**config.mk**
```make
export PLATFORM = sky130hd
export DESIGN_NAME = sample_stream_segmenter_stats_unit
export DESIGN_NICKNAME = d
export VERILOG_FILES = /design/src/sv/sss_pkg.sv /design/src/sv/sample_stream_segmenter_stats_unit.sv /design/src/sv/sss_queue.sv /design/src/sv/sss_front.sv /design/src/sv/sss_back.sv
export SDC_FILE = /design/constraint.sdc
export NUM_CORES = 2
export LEC_CHECK = 0
export BUFFER_PORTS_ARGS = -buffer_cell sky130_fd_sc_hd__buf_2
export CAP_MARGIN = 10
export CELL_PAD_IN_SITES_DETAIL_PLACEMENT = 0
export CELL_PAD_IN_SITES_GLOBAL_PLACEMENT = 2
export CORE_ASPECT_RATIO = 1.2
export CORE_MARGIN = 2
export CORE_UTILIZATION = 44
export DETAILED_ROUTE_END_ITERATION = 10
export GPL_TIMING_DRIVEN = 0
export PLACE_DENSITY_LB_ADDON = 0.2
export SKIP_LAST_GASP = 1
export SLEW_MARGIN = 5
export SYNTH_ARGS = -nofsm -noshare
export SYNTH_HDL_FRONTEND = slang
export SYNTH_SLANG_ARGS = --single-unit
```
**constraint.sdc**
```tcl
create_clock -name clk -period 20 [get_ports clk]
set_input_delay 1 -clock clk [delete_from_list [all_inputs] [get_ports clk]]
set_output_delay 1 -clock clk [all_outputs]
set_load 0.005 [all_outputs]
```
**src/sv/sss_pkg.sv**
```systemverilog
package sss_pkg;

    localparam int QDEPTH = 4;
    localparam int QPTR_W = 2;
    localparam logic [16:0] MAX_POINTS = 17'h10000;

    typedef enum logic [1:0] {
        MODE_WINDOW = 2'd0,
        MODE_JUMP   = 2'd1,
        MODE_GAP    = 2'd2,
        MODE_MARKER = 2'd3
    } mode_t;

    typedef enum logic [2:0] {
        REG_MODE   = 3'd0,
        REG_WINDOW = 3'd1,
        REG_JUMP   = 3'd2,
        REG_GAP    = 3'd3,
        REG_MARKER = 3'd4
    } reg_idx_t;

    typedef enum logic [2:0] {
        B_IDLE,
        B_DIV_MEAN,
        B_MUL_NUM,
        B_MUL_SQ,
        B_MUL_NN,
        B_DIV_VAR,
        B_ROOT,
        B_HOLD
    } back_state_t;

    typedef struct packed {
        logic [15:0]        first;
        logic [15:0]        last;
        logic [16:0]        count;
        logic signed [32:0] sum;
        logic [46:0]        sqsum;
        logic signed [15:0] low;
        logic signed [15:0] high;
        logic               done;
        logic               run_end;
    } seg_rec_t;

endpackage

```
**src/sv/sample_stream_segmenter_stats_unit.sv**
```systemverilog
// Samples are taken one per cycle while the segment queue has room for two words.
// With the back end idle, a segment's word reaches the outputs once its closing sample
// is accepted and has passed two 64-step divisions, three shift-add multiplications
// that run for the bit length of their multiplier, and a 16-step square root.
// The back end takes a segment only once the last is at the outputs, which bounds the rate.
// Reset clears the configuration to its defaults and empties the open segment, the queue and the output.
module sample_stream_segmenter_stats_unit (
    input  logic               clk,
    input  logic               rst_n,
    input  logic               push,
    output logic               full,
    input  logic signed [15:0] sample,
    input  logic               final_sample,
    input  logic               cfg_write,
    input  logic [2:0]         cfg_index,
    input  logic [16:0]        cfg_data,
    output logic               empty,
    input  logic               pop,
    output logic [15:0]        seg_first,
    output logic [15:0]        seg_last,
    output logic signed [15:0] seg_mean,
    output logic [15:0]        seg_spread,
    output logic signed [15:0] seg_low,
    output logic signed [15:0] seg_high,
    output logic               run_end,
    output logic               set_done
);
    import sss_pkg::*;

    logic     wr0;
    logic     wr1;
    seg_rec_t rec0;
    seg_rec_t rec1;
    seg_rec_t q_data;
    logic     q_pop;
    logic     q_empty;
    logic     q_full;

    assign full = q_full;

    sss_front u_front (
        .clk          (clk),
        .rst_n        (rst_n),
        .push         (push),
        .sample       (sample),
        .final_sample (final_sample),
        .cfg_write    (cfg_write),
        .cfg_index    (cfg_index),
        .cfg_data     (cfg_data),
        .q_full       (q_full),
        .wr0          (wr0),
        .wr1          (wr1),
        .rec0         (rec0),
        .rec1         (rec1)
    );

    sss_queue u_queue (
        .clk     (clk),
        .rst_n   (rst_n),
        .wr0     (wr0),
        .wr1     (wr1),
        .data0   (rec0),
        .data1   (rec1),
        .rd      (q_pop),
        .rd_data (q_data),
        .q_empty (q_empty),
        .q_full  (q_full)
    );

    sss_back u_back (
        .clk        (clk),
        .rst_n      (rst_n),
        .q_empty    (q_empty),
        .q_data     (q_data),
        .q_pop      (q_pop),
        .pop        (pop),
        .empty      (empty),
        .seg_first  (seg_first),
        .seg_last   (seg_last),
        .seg_mean   (seg_mean),
        .seg_spread (seg_spread),
        .seg_low    (seg_low),
        .seg_high   (seg_high),
        .run_end    (run_end),
        .set_done   (set_done)
    );

endmodule

```
**src/sv/sss_queue.sv**
```systemverilog
module sss_queue (
    input  logic              clk,
    input  logic              rst_n,
    input  logic              wr0,
    input  logic              wr1,
    input  sss_pkg::seg_rec_t data0,
    input  sss_pkg::seg_rec_t data1,
    input  logic              rd,
    output sss_pkg::seg_rec_t rd_data,
    output logic              q_empty,
    output logic              q_full
);
    import sss_pkg::*;

    seg_rec_t            mem_reg [QDEPTH];
    logic [QPTR_W-1:0]   wr_ptr_reg;
    logic [QPTR_W-1:0]   wr_ptr_next;
    logic [QPTR_W-1:0]   rd_ptr_reg;
    logic [QPTR_W-1:0]   rd_ptr_next;
    logic [QPTR_W:0]     cnt_reg;
    logic [QPTR_W:0]     cnt_next;
    logic [QPTR_W:0]     n_wr;
    logic [QPTR_W-1:0]   wr_ptr_p1;

    assign n_wr      = (QPTR_W+1)'(wr0) + (QPTR_W+1)'(wr1);
    assign wr_ptr_p1 = wr_ptr_reg + 1'b1;
    assign wr_ptr_next = wr_ptr_reg + n_wr[QPTR_W-1:0];
    assign rd_ptr_next = rd_ptr_reg + QPTR_W'(rd);
    assign cnt_next    = cnt_reg + n_wr - (QPTR_W+1)'(rd);
    assign rd_data     = mem_reg[rd_ptr_reg];
    assign q_empty     = (cnt_reg == '0);
    assign q_full      = (cnt_reg > (QPTR_W+1)'(QDEPTH - 2));

    always_ff @(posedge clk or negedge rst_n)
    begin
        if (!rst_n)
        begin
            wr_ptr_reg <= '0;
            rd_ptr_reg <= '0;
            cnt_reg    <= '0;
        end
        else
        begin
            wr_ptr_reg <= wr_ptr_next;
            rd_ptr_reg <= rd_ptr_next;
            cnt_reg    <= cnt_next;
        end
    end

    always_ff @(posedge clk)
    begin
        if (wr0)
        begin
            mem_reg[wr_ptr_reg] <= data0;
        end
        if (wr1)
        begin
            mem_reg[wr_ptr_p1] <= data1;
        end
    end

endmodule

```
**src/sv/sss_front.sv**
```systemverilog
module sss_front (
    input  logic               clk,
    input  logic               rst_n,
    input  logic               push,
    input  logic signed [15:0] sample,
    input  logic               final_sample,
    input  logic               cfg_write,
    input  logic [2:0]         cfg_index,
    input  logic [16:0]        cfg_data,
    input  logic               q_full,
    output logic               wr0,
    output logic               wr1,
    output sss_pkg::seg_rec_t  rec0,
    output sss_pkg::seg_rec_t  rec1
);
    import sss_pkg::*;

    mode_t              mode_reg;
    logic [16:0]        window_reg;
    logic [15:0]        jump_reg;
    logic [15:0]        gap_reg;
    logic signed [15:0] marker_reg;

    logic [15:0]        pos_reg;
    logic [15:0]        start_reg;
    logic signed [15:0] prior_reg;
    logic [16:0]        count_reg;
    logic signed [32:0] sum_reg;
    logic [46:0]        sqsum_reg;
    logic signed [15:0] low_reg;
    logic signed [15:0] high_reg;

    logic               accept;
    logic signed [16:0] diff;
    logic [16:0]        adiff;
    logic [15:0]        lim;
    logic               cut;
    logic [16:0]        base_count;
    logic signed [32:0] base_sum;
    logic [46:0]        base_sqsum;
    logic               drop;
    logic signed [16:0] s_ext;
    logic [16:0]        neg_s;
    logic [15:0]        mag;
    logic [31:0]        sq;
    logic [16:0]        new_count;
    logic signed [32:0] new_sum;
    logic [46:0]        new_sqsum;
    logic signed [15:0] new_low;
    logic signed [15:0] new_high;
    logic [15:0]        new_start;
    logic               close;
    logic [15:0]        prev_idx;
    seg_rec_t           open_rec;
    seg_rec_t           new_rec;

    assign accept = push && !q_full;

    assign s_ext  = 17'(sample);
    assign neg_s  = -s_ext;
    assign mag    = sample[15] ? neg_s[15:0] : sample;
    assign sq     = mag * mag;
    assign diff   = s_ext - 17'(prior_reg);
    assign adiff  = diff[16] ? 17'(-diff) : 17'(diff);
    assign lim    = (mode_reg == MODE_JUMP) ? jump_reg : gap_reg;
    assign cut    = (mode_reg == MODE_JUMP || mode_reg == MODE_GAP) && (count_reg != '0)
                    && (adiff > {1'b0, lim});

    assign base_count = cut ? '0 : count_reg;
    assign base_sum   = cut ? '0 : sum_reg;
    assign base_sqsum = cut ? '0 : sqsum_reg;
    assign drop       = (mode_reg == MODE_MARKER) && (sample == marker_reg)
                        && (base_count != '0);

    assign new_count = base_count + 17'd1;
    assign new_sum   = base_sum + 33'(sample);
    assign new_sqsum = base_sqsum + 47'(sq);
    assign new_low   = (base_count == '0 || sample < low_reg) ? sample : low_reg;
    assign new_high  = (base_count == '0 || sample > high_reg) ? sample : high_reg;
    assign new_start = (base_count == '0) ? pos_reg : start_reg;
    assign close     = final_sample || (new_count == MAX_POINTS)
                       || (mode_reg == MODE_WINDOW && new_count >= window_reg);
    assign prev_idx  = pos_reg - 16'd1;

    always_comb
    begin
        open_rec.first   = start_reg;
        open_rec.last    = prev_idx;
        open_rec.count   = count_reg;
        open_rec.sum     = sum_reg;
        open_rec.sqsum   = sqsum_reg;
        open_rec.low     = low_reg;
        open_rec.high    = high_reg;
        open_rec.done    = final_sample && !cut;
        open_rec.run_end = 1'b1;

        new_rec.first   = new_start;
        new_rec.last    = pos_reg;
        new_rec.count   = new_count;
        new_rec.sum     = new_sum;
        new_rec.sqsum   = new_sqsum;
        new_rec.low     = new_low;
        new_rec.high    = new_high;
        new_rec.done    = final_sample;
        new_rec.run_end = 1'b1;

        wr0  = accept && (cut || drop || close);
        wr1  = accept && cut && close;
        rec0 = (cut || drop) ? open_rec : new_rec;
        rec0.run_end = !(cut && close);
        rec1 = new_rec;
    end

    always_ff @(posedge clk or negedge rst_n)
    begin
        if (!rst_n)
        begin
            mode_reg   <= MODE_WINDOW;
            window_reg <= 17'd100;
            jump_reg   <= 16'd3;
            gap_reg    <= 16'd100;
            marker_reg <= '0;
        end
        else if (cfg_write)
        begin
            case (cfg_index)
                REG_MODE:   mode_reg   <= mode_t'(cfg_data[1:0]);
                REG_WINDOW: window_reg <= (cfg_data == '0) ? 17'd1 : cfg_data;
                REG_JUMP:   jump_reg   <= cfg_data[15:0];
                REG_GAP:    gap_reg    <= cfg_data[15:0];
                REG_MARKER: marker_reg <= cfg_data[15:0];
                default:    ;
            endcase
        end
    end

    always_ff @(posedge clk or negedge rst_n)
    begin
        if (!rst_n)
        begin
            pos_reg   <= '0;
            start_reg <= '0;
            prior_reg <= '0;
            count_reg <= '0;
            sum_reg   <= '0;
            sqsum_reg <= '0;
            low_reg   <= '0;
            high_reg  <= '0;
        end
        else if (accept)
        begin
            if (final_sample || drop || close)
            begin
                start_reg <= '0;
                count_reg <= '0;
                sum_reg   <= '0;
                sqsum_reg <= '0;
                low_reg   <= '0;
                high_reg  <= '0;
            end
            else
            begin
                start_reg <= new_start;
                count_reg <= new_count;
                sum_reg   <= new_sum;
                sqsum_reg <= new_sqsum;
                low_reg   <= new_low;
                high_reg  <= new_high;
            end
            if (final_sample)
            begin
                pos_reg   <= '0;
                prior_reg <= '0;
            end
            else
            begin
                pos_reg   <= pos_reg + 16'd1;
                prior_reg <= sample;
            end
        end
    end

endmodule

```
**src/sv/sss_back.sv**
```systemverilog
module sss_back (
    input  logic               clk,
    input  logic               rst_n,
    input  logic               q_empty,
    input  sss_pkg::seg_rec_t  q_data,
    output logic               q_pop,
    input  logic               pop,
    output logic               empty,
    output logic [15:0]        seg_first,
    output logic [15:0]        seg_last,
    output logic signed [15:0] seg_mean,
    output logic [15:0]        seg_spread,
    output logic signed [15:0] seg_low,
    output logic signed [15:0] seg_high,
    output logic               run_end,
    output logic               set_done
);
    import sss_pkg::*;

    back_state_t state_reg;
    back_state_t state_next;

    seg_rec_t    rec_reg;
    logic [64:0] rem_reg;
    logic [63:0] quo_reg;
    logic [64:0] den_reg;
    logic [5:0]  cnt_reg;
    logic [63:0] mul_a_reg;
    logic [46:0] mul_b_reg;
    logic [63:0] acc_reg;
    logic [63:0] num_reg;
    logic [31:0] sx_reg;
    logic [31:0] sr_reg;
    logic [31:0] sbit_reg;
    logic [15:0] mean_reg;
    logic        out_valid_reg;
    logic        out_load;

    logic [64:0] rem_shift;
    logic        div_ge;
    logic [64:0] rem_step;
    logic [63:0] quo_step;
    logic [63:0] acc_step;
    logic        mul_done;
    logic [32:0] trial;
    logic        root_ge;
    logic [31:0] sx_step;
    logic [31:0] sr_step;
    logic [32:0] q_abs;
    logic [31:0] q_amag;
    logic [32:0] r_abs;
    logic [31:0] r_amag;
    logic [15:0] mean_val;

    assign rem_shift = {rem_reg[63:0], quo_reg[63]};
    assign div_ge    = (rem_shift >= den_reg);
    assign rem_step  = div_ge ? rem_shift - den_reg : rem_shift;
    assign quo_step  = {quo_reg[62:0], div_ge};

    assign acc_step = acc_reg + (mul_b_reg[0] ? mul_a_reg : 64'd0);
    assign mul_done = (mul_b_reg[46:1] == '0);

    assign trial   = {1'b0, sr_reg} + {1'b0, sbit_reg};
    assign root_ge = ({1'b0, sx_reg} >= trial);
    assign sx_step = root_ge ? sx_reg - trial[31:0] : sx_reg;
    assign sr_step = root_ge ? (sr_reg >> 1) + sbit_reg : (sr_reg >> 1);

    assign q_abs    = q_data.sum[32] ? 33'(-q_data.sum) : 33'(q_data.sum);
    assign q_amag   = q_abs[31:0];
    assign r_abs    = rec_reg.sum[32] ? 33'(-rec_reg.sum) : 33'(rec_reg.sum);
    assign r_amag   = r_abs[31:0];
    assign mean_val = rec_reg.sum[32] ? 16'(-quo_step[15:0]) : quo_step[15:0];

    always_comb
    begin
        state_next = state_reg;
        case (state_reg)
            B_IDLE:     if (!q_empty) state_next = B_DIV_MEAN;
            B_DIV_MEAN: if (cnt_reg == '0) state_next = B_MUL_NUM;
            B_MUL_NUM:  if (mul_done) state_next = B_MUL_SQ;
            B_MUL_SQ:   if (mul_done) state_next = B_MUL_NN;
            B_MUL_NN:   if (mul_done) state_next = B_DIV_VAR;
            B_DIV_VAR:  if (cnt_reg == '0) state_next = B_ROOT;
            B_ROOT:     if (sbit_reg[0]) state_next = B_HOLD;
            B_HOLD:     if (!out_valid_reg) state_next = B_IDLE;
            default:    state_next = B_IDLE;
        endcase
    end

    always_comb
    begin
        q_pop    = 1'b0;
        out_load = 1'b0;
        case (state_reg)
            B_IDLE:  q_pop    = !q_empty;
            B_HOLD:  out_load = !out_valid_reg;
            default: ;
        endcase
    end

    always_ff @(posedge clk or negedge rst_n)
    begin
        if (!rst_n)
        begin
            state_reg     <= B_IDLE;
            out_valid_reg <= 1'b0;
        end
        else
        begin
            state_reg     <= state_next;
            out_valid_reg <= out_load || (out_valid_reg && !pop);
        end
    end

    always_ff @(posedge clk)
    begin
        case (state_reg)
            B_IDLE:
            begin
                rec_reg <= q_data;
                rem_reg <= '0;
                quo_reg <= 64'(q_amag);
                den_reg <= 65'(q_data.count);
                cnt_reg <= '1;
            end
            B_DIV_MEAN:
            begin
                rem_reg <= rem_step;
                quo_reg <= quo_step;
                cnt_reg <= cnt_reg - 6'd1;
                if (cnt_reg == '0)
                begin
                    mean_reg  <= mean_val;
                    mul_a_reg <= 64'(rec_reg.count);
                    mul_b_reg <= rec_reg.sqsum;
                    acc_reg   <= '0;
                end
            end
            B_MUL_NUM, B_MUL_SQ, B_MUL_NN:
            begin
                if (mul_done)
                begin
                    acc_reg <= '0;
                    if (state_reg == B_MUL_NUM)
                    begin
                        num_reg   <= acc_step;
                        mul_a_reg <= 64'(r_amag);
                        mul_b_reg <= 47'(r_amag);
                    end
                    else if (state_reg == B_MUL_SQ)
                    begin
                        quo_reg   <= (num_reg > acc_step) ? num_reg - acc_step : 64'd0;
                        mul_a_reg <= 64'(rec_reg.count);
                        mul_b_reg <= 47'(rec_reg.count);
                    end
                    else
                    begin
                        den_reg <= 65'(acc_step);
                        rem_reg <= '0;
                        cnt_reg <= '1;
                    end
                end
                else
                begin
                    acc_reg   <= acc_step;
                    mul_a_reg <= mul_a_reg << 1;
                    mul_b_reg <= mul_b_reg >> 1;
                end
            end
            B_DIV_VAR:
            begin
                rem_reg <= rem_step;
                quo_reg <= quo_step;
                cnt_reg <= cnt_reg - 6'd1;
                if (cnt_reg == '0)
                begin
                    sx_reg   <= quo_step[31:0];
                    sr_reg   <= '0;
                    sbit_reg <= 32'h4000_0000;
                end
            end
            B_ROOT:
            begin
                sx_reg   <= sx_step;
                sr_reg   <= sr_step;
                sbit_reg <= sbit_reg >> 2;
            end
            B_HOLD:
            begin
                if (out_load)
                begin
                    seg_first  <= rec_reg.first;
                    seg_last   <= rec_reg.last;
                    seg_mean   <= mean_reg;
                    seg_spread <= sr_reg[15:0];
                    seg_low    <= rec_reg.low;
                    seg_high   <= rec_reg.high;
                    run_end    <= rec_reg.run_end;
                    set_done   <= rec_reg.done;
                end
            end
            default: ;
        endcase
    end

    assign empty = !out_valid_reg;

endmodule

```
Yosys cells after proc, flatten, opt, wreduce, memory -nomap -nowiden --
Memories as Yosys holds them, arrays and structs flattened. Cells that the tools add are included.
Storage, ports and cells: register bits 1066, RAM bits 652, input port bits 42, output and inout port bits 100, logic and storage cells 248, memories kept 1
Memories:
- u_queue.mem_reg | words 4, width 163, rd ports 1, clocked after memory_dff 0, write ports 2, RTL line sss_queue.sv:15 | seg_rec_t mem_reg [QDEPTH];
Operators by class: $add $sub $neg 24, $mul 1, $lt $le $gt $ge 8, eq/ne operators 30, muxes and demuxes 77, reductions and logical operators 60
Operators with widths (number):
- two-way mux 64 bit | 15
- case mux 64 bit (3 select lines) | 2
- two-way mux 47 bit | 6
- case mux 64 bit (2 select lines) | 2
- two-way mux 32 bit | 7
- two-way mux 65 bit | 3
- case mux 32 bit (2 select lines) | 3
- two-way mux 16 bit | 11
- two-way mux 163 bit | 1
- case mux 65 bit (2 select lines) | 1
- subtractor 64 bit | 2
- case mux 47 bit (2 select lines) | 1
- two-way mux 17 bit | 4
- two-way mux 33 bit | 2
- >= comparator 65 bit | 1
- adder 64 bit | 1
- > comparator 64 bit | 1
- negation 32 bit | 2
- adder 47 x 32 -> 47 bit | 1
- zero test 46 bit | 1
- zero test 17 bit | 2
- nonzero test 17 bit | 2
- adder 32 x 32 -> 33 bit | 1
- adder 33 x 16 -> 33 bit | 1
- 51 further kinds | 127

Longest topological paths before layout --
depth in word-level cells 15, depth in mapped cells 51, depth with buffers taken out 45

Hierarchy --
Synthesis repeated with hierarchy kept, for this count alone.
Second synthesis, totals: cell total of the unflattened synthesis 8794, area, all modules 103436.7 sq um
Modules (own cells, without submodules):
- sss_back | instances 1, cells each 4176, area each 45067.0 sq um, seq. area each 23943.0 sq um
- sss_queue | instances 1, cells each 1614, area each 32004.4 sq um, seq. area each 19753.9 sq um
- sss_front | instances 1, cells each 3004, area each 26365.3 sq um, seq. area each 6115.9 sq um

Worst setup path after synthesis --
Ideal clock, no wire load.
path kind reg-to-reg, start point register u_back.state_reg[1], end point register u_queue.cnt_reg[2], library setup time 0.123 ns, data arrival time 13.693 ns, data required time 19.877 ns, slack 6.184 ns, cell stages (with the launch flop) 11, buffers on the path 1, period minus slack after synthesis 13.816 ns, path through dfrtp_1 clkbuf_1 nor3_1 nor2b_1 ha_1 inv_1 ha_1 inv_1 fa_1 xor2_1 xnor2_1
Between the ends: cells in the longest elaborated chain, start to end 3
Ends and longest elaborated chain:
- start, declared | RTL line sss_back.sv:20 | back_state_t state_reg;
- start signal, assigned | RTL line sss_back.sv:110 | state_reg <= state_next;
- zero test 3 bit | RTL line sss_back.sv:94 | case (state_reg)
- two-way mux 1 bit | RTL line sss_back.sv:94
- subtractor 3 x 1 -> 3 bit | RTL line sss_queue.sv:29 | assign cnt_next = cnt_reg + n_wr - (QPTR_W+1)'(rd);
- net u_queue.cnt_next[2] | RTL line sss_queue.sv:21 | logic [QPTR_W:0] cnt_next;
- end signal, assigned | RTL line sss_queue.sv:46 | cnt_reg <= cnt_next;
- end, declared | RTL line sss_queue.sv:20 | logic [QPTR_W:0] cnt_reg;
The timed path passes the listed nets, and every way through them passes these cells. A chain may end at the register's enable or synchronous reset.

==> summary by stage <==
Clock tree
Clock tree synthesis inserted a total of between 150 and 200 buffers. The TritonCTS clock tree is yes. Buffers added to address setup during post-CTS repair amount to 0. For the worst-skew pair, the clock arrives at the later sink with an insertion delay of approximately 900 ps. The clock transition at the registers of the reported paths is about 60 ps. The hold-fix buffer count after cts is 0. The count of instances resized after the clock tree is built is 0.

Clock tree synthesis found a total of between 1.5k and 2k sinks. The maximum buffer depth of the clock tree is 4. The clock tree synthesis step divided the H-tree into 4 levels.

In this run the clock root is driven by a sky130_fd_sc_hd__clkbuf_16.

Yosys
The synthesis warning total is 0. Counting distinct cell types in the post-synthesis netlist gives 97. In the synthesized netlist, the number of instances is slightly below 9k. The portion of netlist area occupied by mux cells is 5.37%. The post-synthesis sequential area ratio is around half. In this run the mean area of a mapped cell was between 10 and 15 um^2. The dominant combinational cell family by area after synthesis is compound AO/OA/AOI/OAI gates. The synthesized design contains 1701 register bits. The share of flip-flops with an asynchronous set or reset after synthesis is 15.0%.

The share of the synthesized area in compound gates (AO/OA/AOI/OAI) is 15.4%. The synthesized design contains 1442 enable-type register cells. The adder-cell area share of the yosys netlist is about 10%. The most used flip-flop cell after synthesis is sky130_fd_sc_hd__edfxtp_1. In this run the cell area of the synthesized design comes to roughly 0.1 mm^2. The synthesized-area fraction occupied by and/or/nand/nor cells is about 11%. The synthesized netlist devotes 4.29% of its cell area to XOR and XNOR gates.

Floorplan
The floorplan die height is about 530 um. ~140 I/O pins were placed. In this run the core area contains between 150 and 200 standard-cell rows. The total area inside the core boundary comes to 0.227 mm^2. The die covers 0.232 mm^2. Once the floorplan was initialized, standard cells occupied roughly 44% of the core. The floorplan step set the die width to 440 um.

Detailed routing
The routed wire length is roughly 320 mm. The detailed-route DRC error count is 0. The initial detailed-routing violation count is 5507. The routed wirelength normalized by instance count is roughly 26 um. The via density per instance is 5.84. The number of detailed-routing iterations run before antenna repair is 6. The count of nets left with antenna violations once routing finished came out at 0. The routed via count is 72.7k.

Timing
The final count of negative-setup-slack endpoints is 0. The hold violation total from the final report was 0. The worst-case headroom to the max-slew limit is a little under an eighth.

The shortest period the worst path allows is between 10000 and 15000 ps. Setup slack closes at between 5000 and 6000 ps. The slew of the pin with the lowest slew margin is approximately 1300 ps. Setup repair after global routing left no endpoint under its margin. Across all hold checks on the routed design, the worst slack comes to 181 ps. In the finished design, the share of the clock period the worst path needs comes to between 70% and 80%. For the final database, setup skew stands at between 100 and 150 ps.

The final max-slew violation count came to 0. Timing would allow up to 68.5 MHz.

Pwr
The power dissipated by switching net loads is about 6.7 mW. The worst ir drop on vdd is between 300 and 400 uV. In this run the static leakage power is 44.0 nW. The share of total power dissipated in the clock network is around 22%. The register share of total power is approximately 28%.

In this run the power density over the cells is around 140 mW/mm^2. The internal portion of total power is ~9 mW. The switching power share of the total is a little over two fifths. The relative contribution of combinational cells to total power is 49.8%.

Global routing
The wire length of the first global-routing pass is about 470 mm. Global routing used a little over a quarter of the available tracks. The number of global-route vias before repair is between 70k and 80k. For this run the aggregate overflow at the end of global routing stands at 0.

Entering global routing, the biggest net connects a little over 90 pins. The number of antenna violations at the first check in global routing is 19.

Final layout
The library cell used most frequently in the layout, excluding fill and tap cells, is sky130_fd_sc_hd__edfxtp_1. The post-layout net count is between 10k and 15k. The library cells used most frequently in the layout, excluding fill and tap cells, are 1442 x sky130_fd_sc_hd__edfxtp_1, 811 x sky130_fd_sc_hd__nand2_1, 640 x sky130_fd_sc_hd__nor2_1. The fraction of final layout cells sized beyond drive strength 1 is 9.21%. The register with the most flip-flops in the layout has 652 of them. Cells fill between 40% and 50% of the core in the end. The final instance area is 0.112 mm^2.

The area growth from synthesis to final layout is 11.8%.

Critical path
The most critical setup path has its startpoint at sample[0]. The sort of element at the end of the critical path is a register. The worst setup path is of the in -> reg kind. The family with the most delay on the worst path is compound AO/OA/AOI/OAI gates.

The reg-to-reg setup timing slack is 6690 ps. The source of the worst register-to-register timing path is u_front.prior_reg[6]. The maximum net fanout on the critical path is 10. Among all stages on the critical path, the largest delay is contributed by sky130_fd_sc_hd__clkbuf_1. The required time reported for the critical path endpoint is about 21000 ps. Counting both buffers and inverters, the worst setup path holds a total of 11. The kind of start point of the critical path is a primary input.

The biggest cell delay along the critical path is 950 ps. For the worst setup path, the data arrival time is 15160 ps.

Status
The flow ran to the end, and the final reports show no timing, DRC or antenna violations.

Placement
The quantity of I/O buffers inserted on ports is approximately 140. Detailed placement finished with a half-perimeter wire length of ~240 mm. The cell area after placement is ~0.11 mm^2.

The worst setup slack after placement is about 4500 ps. At the end of routability-driven placement, the weighted congestion stood at 0.908.

Min path
The path type of the worst min-delay path is in -> async.

Flow run
The tool flagged a number of max-cap violations equal to 0.
[worst register-to-register path, delay by kind of cell (launching register included)]
| kind | cells | cell delay, ps |
|---|---|---|
| and+or+nand+nor | 11 | 2390 |
| buffers and inverters | 10 | 3000 |
| AOI/OAI and AO/OA | 13 | 3950 |
| adders and majority gates | 7 | 2820 |
| DFF | 1 | 330 |
| xor gates and xnor gates | 2 | 490 |
[cells by family (layout without fill, tap and decap cells)]
logic type / count (synthesis) / in the layout
AND/OR/NAND/NOR: 2361 / 2361
AO/OA/AOI/OAI: 2263 / 2263
flip-flops: 1701 / 1701
buffers and inverters: 1051 / 1592
adder cells (fa/ha/maj): 693 / 693
XOR/XNOR: 491 / 491
multiplexers: 329 / 329
other: 2 / 16
[final timing paths]
path                            cells past startpoint                     end
worst min-delay path                                1     u_front.sum_reg[18]
max in group asynchronous                           3      u_front.gap_reg[5]
min in group clk                                    0     u_back.seg_first[5]
worst min register to register                      0     u_back.seg_first[5]
worst max register to register                     43  u_queue.mem_reg[2][76]
worst max-delay path                               46  u_queue.mem_reg[2][76]
[Yosys cell counts (65+ instances only)]
library cell	number	area share (%)
sky130_fd_sc_hd__edfxtp_1	1442	43
sky130_fd_sc_hd__a211oi_1	81	0.61
sky130_fd_sc_hd__and2_1	176	1.1
sky130_fd_sc_hd__o21ai_0	570	2.8
sky130_fd_sc_hd__mux2i_1	115	1.1
sky130_fd_sc_hd__xor2_1	233	2.0
sky130_fd_sc_hd__nor2b_1	108	0.67
sky130_fd_sc_hd__nor2_1	645	2.4
sky130_fd_sc_hd__buf_2	67	0.33
sky130_fd_sc_hd__nand3_1	102	0.51
sky130_fd_sc_hd__a21oi_1	358	1.8
sky130_fd_sc_hd__nand4_1	66	0.41
sky130_fd_sc_hd__a21o_1	215	1.6
sky130_fd_sc_hd__o31ai_1	82	0.61
sky130_fd_sc_hd__ha_1	491	6.1
sky130_fd_sc_hd__inv_1	560	2.1
sky130_fd_sc_hd__xnor2_1	258	2.3
sky130_fd_sc_hd__nor3_1	95	0.47
sky130_fd_sc_hd__a31oi_1	65	0.41
sky130_fd_sc_hd__a22o_1	497	4.3
sky130_fd_sc_hd__clkbuf_1	357	1.3
sky130_fd_sc_hd__nand2_1	815	3.1
sky130_fd_sc_hd__dfrtp_1	247	6.2
sky130_fd_sc_hd__fa_1	202	4.0
sky130_fd_sc_hd__and3_1	95	0.59
sky130_fd_sc_hd__mux4_2	162	3.6
[power groups by stage]
stage | clock network, mW | logic (mW) | registers [mW]
after detailed placement | 0 | 7.79 | 4.47
after global routing | 3.65 | 8.69 | 4.43
after floorplan | 0 | 5.59 | 4.42
after CTS | 3.52 | 7.83 | 4.39
after global placement | 0 | 7.61 | 4.51
final | 3.47 | 7.80 | 4.40
[per-stage QoR]
step,instances,TNS (ps),power (mW)
finish,12500,0,15.7
global route,12500,0,16.8
CTS,12400,0,15.7
detailed placement,12100,0,12.3
global placement,12000,-679400,12.1
floorplan,8901,0,10.0
[metal layers]
metal	up-vias	GRT usage, %	routed length, um
met5	-	0	129
met4	18	12.2	16100
met3	606	3.64	17200
met2	2304	47.5	159000
met1	36200	33.5	127000
li1	33600	-	-
[area by class of cell]
cell class,count,area (um^2)
multi-input cells,6149,46600
clock inverters,88,891
fillers,20700,115000
diodes,4,10.0
plain buffers,480,1960
flip-flops and latches,1701,49800
clock buffers,248,5120
inverters,571,2150
repair buffers,205,1840
well taps,3007,3760
(Power assumes the default switching activity.)
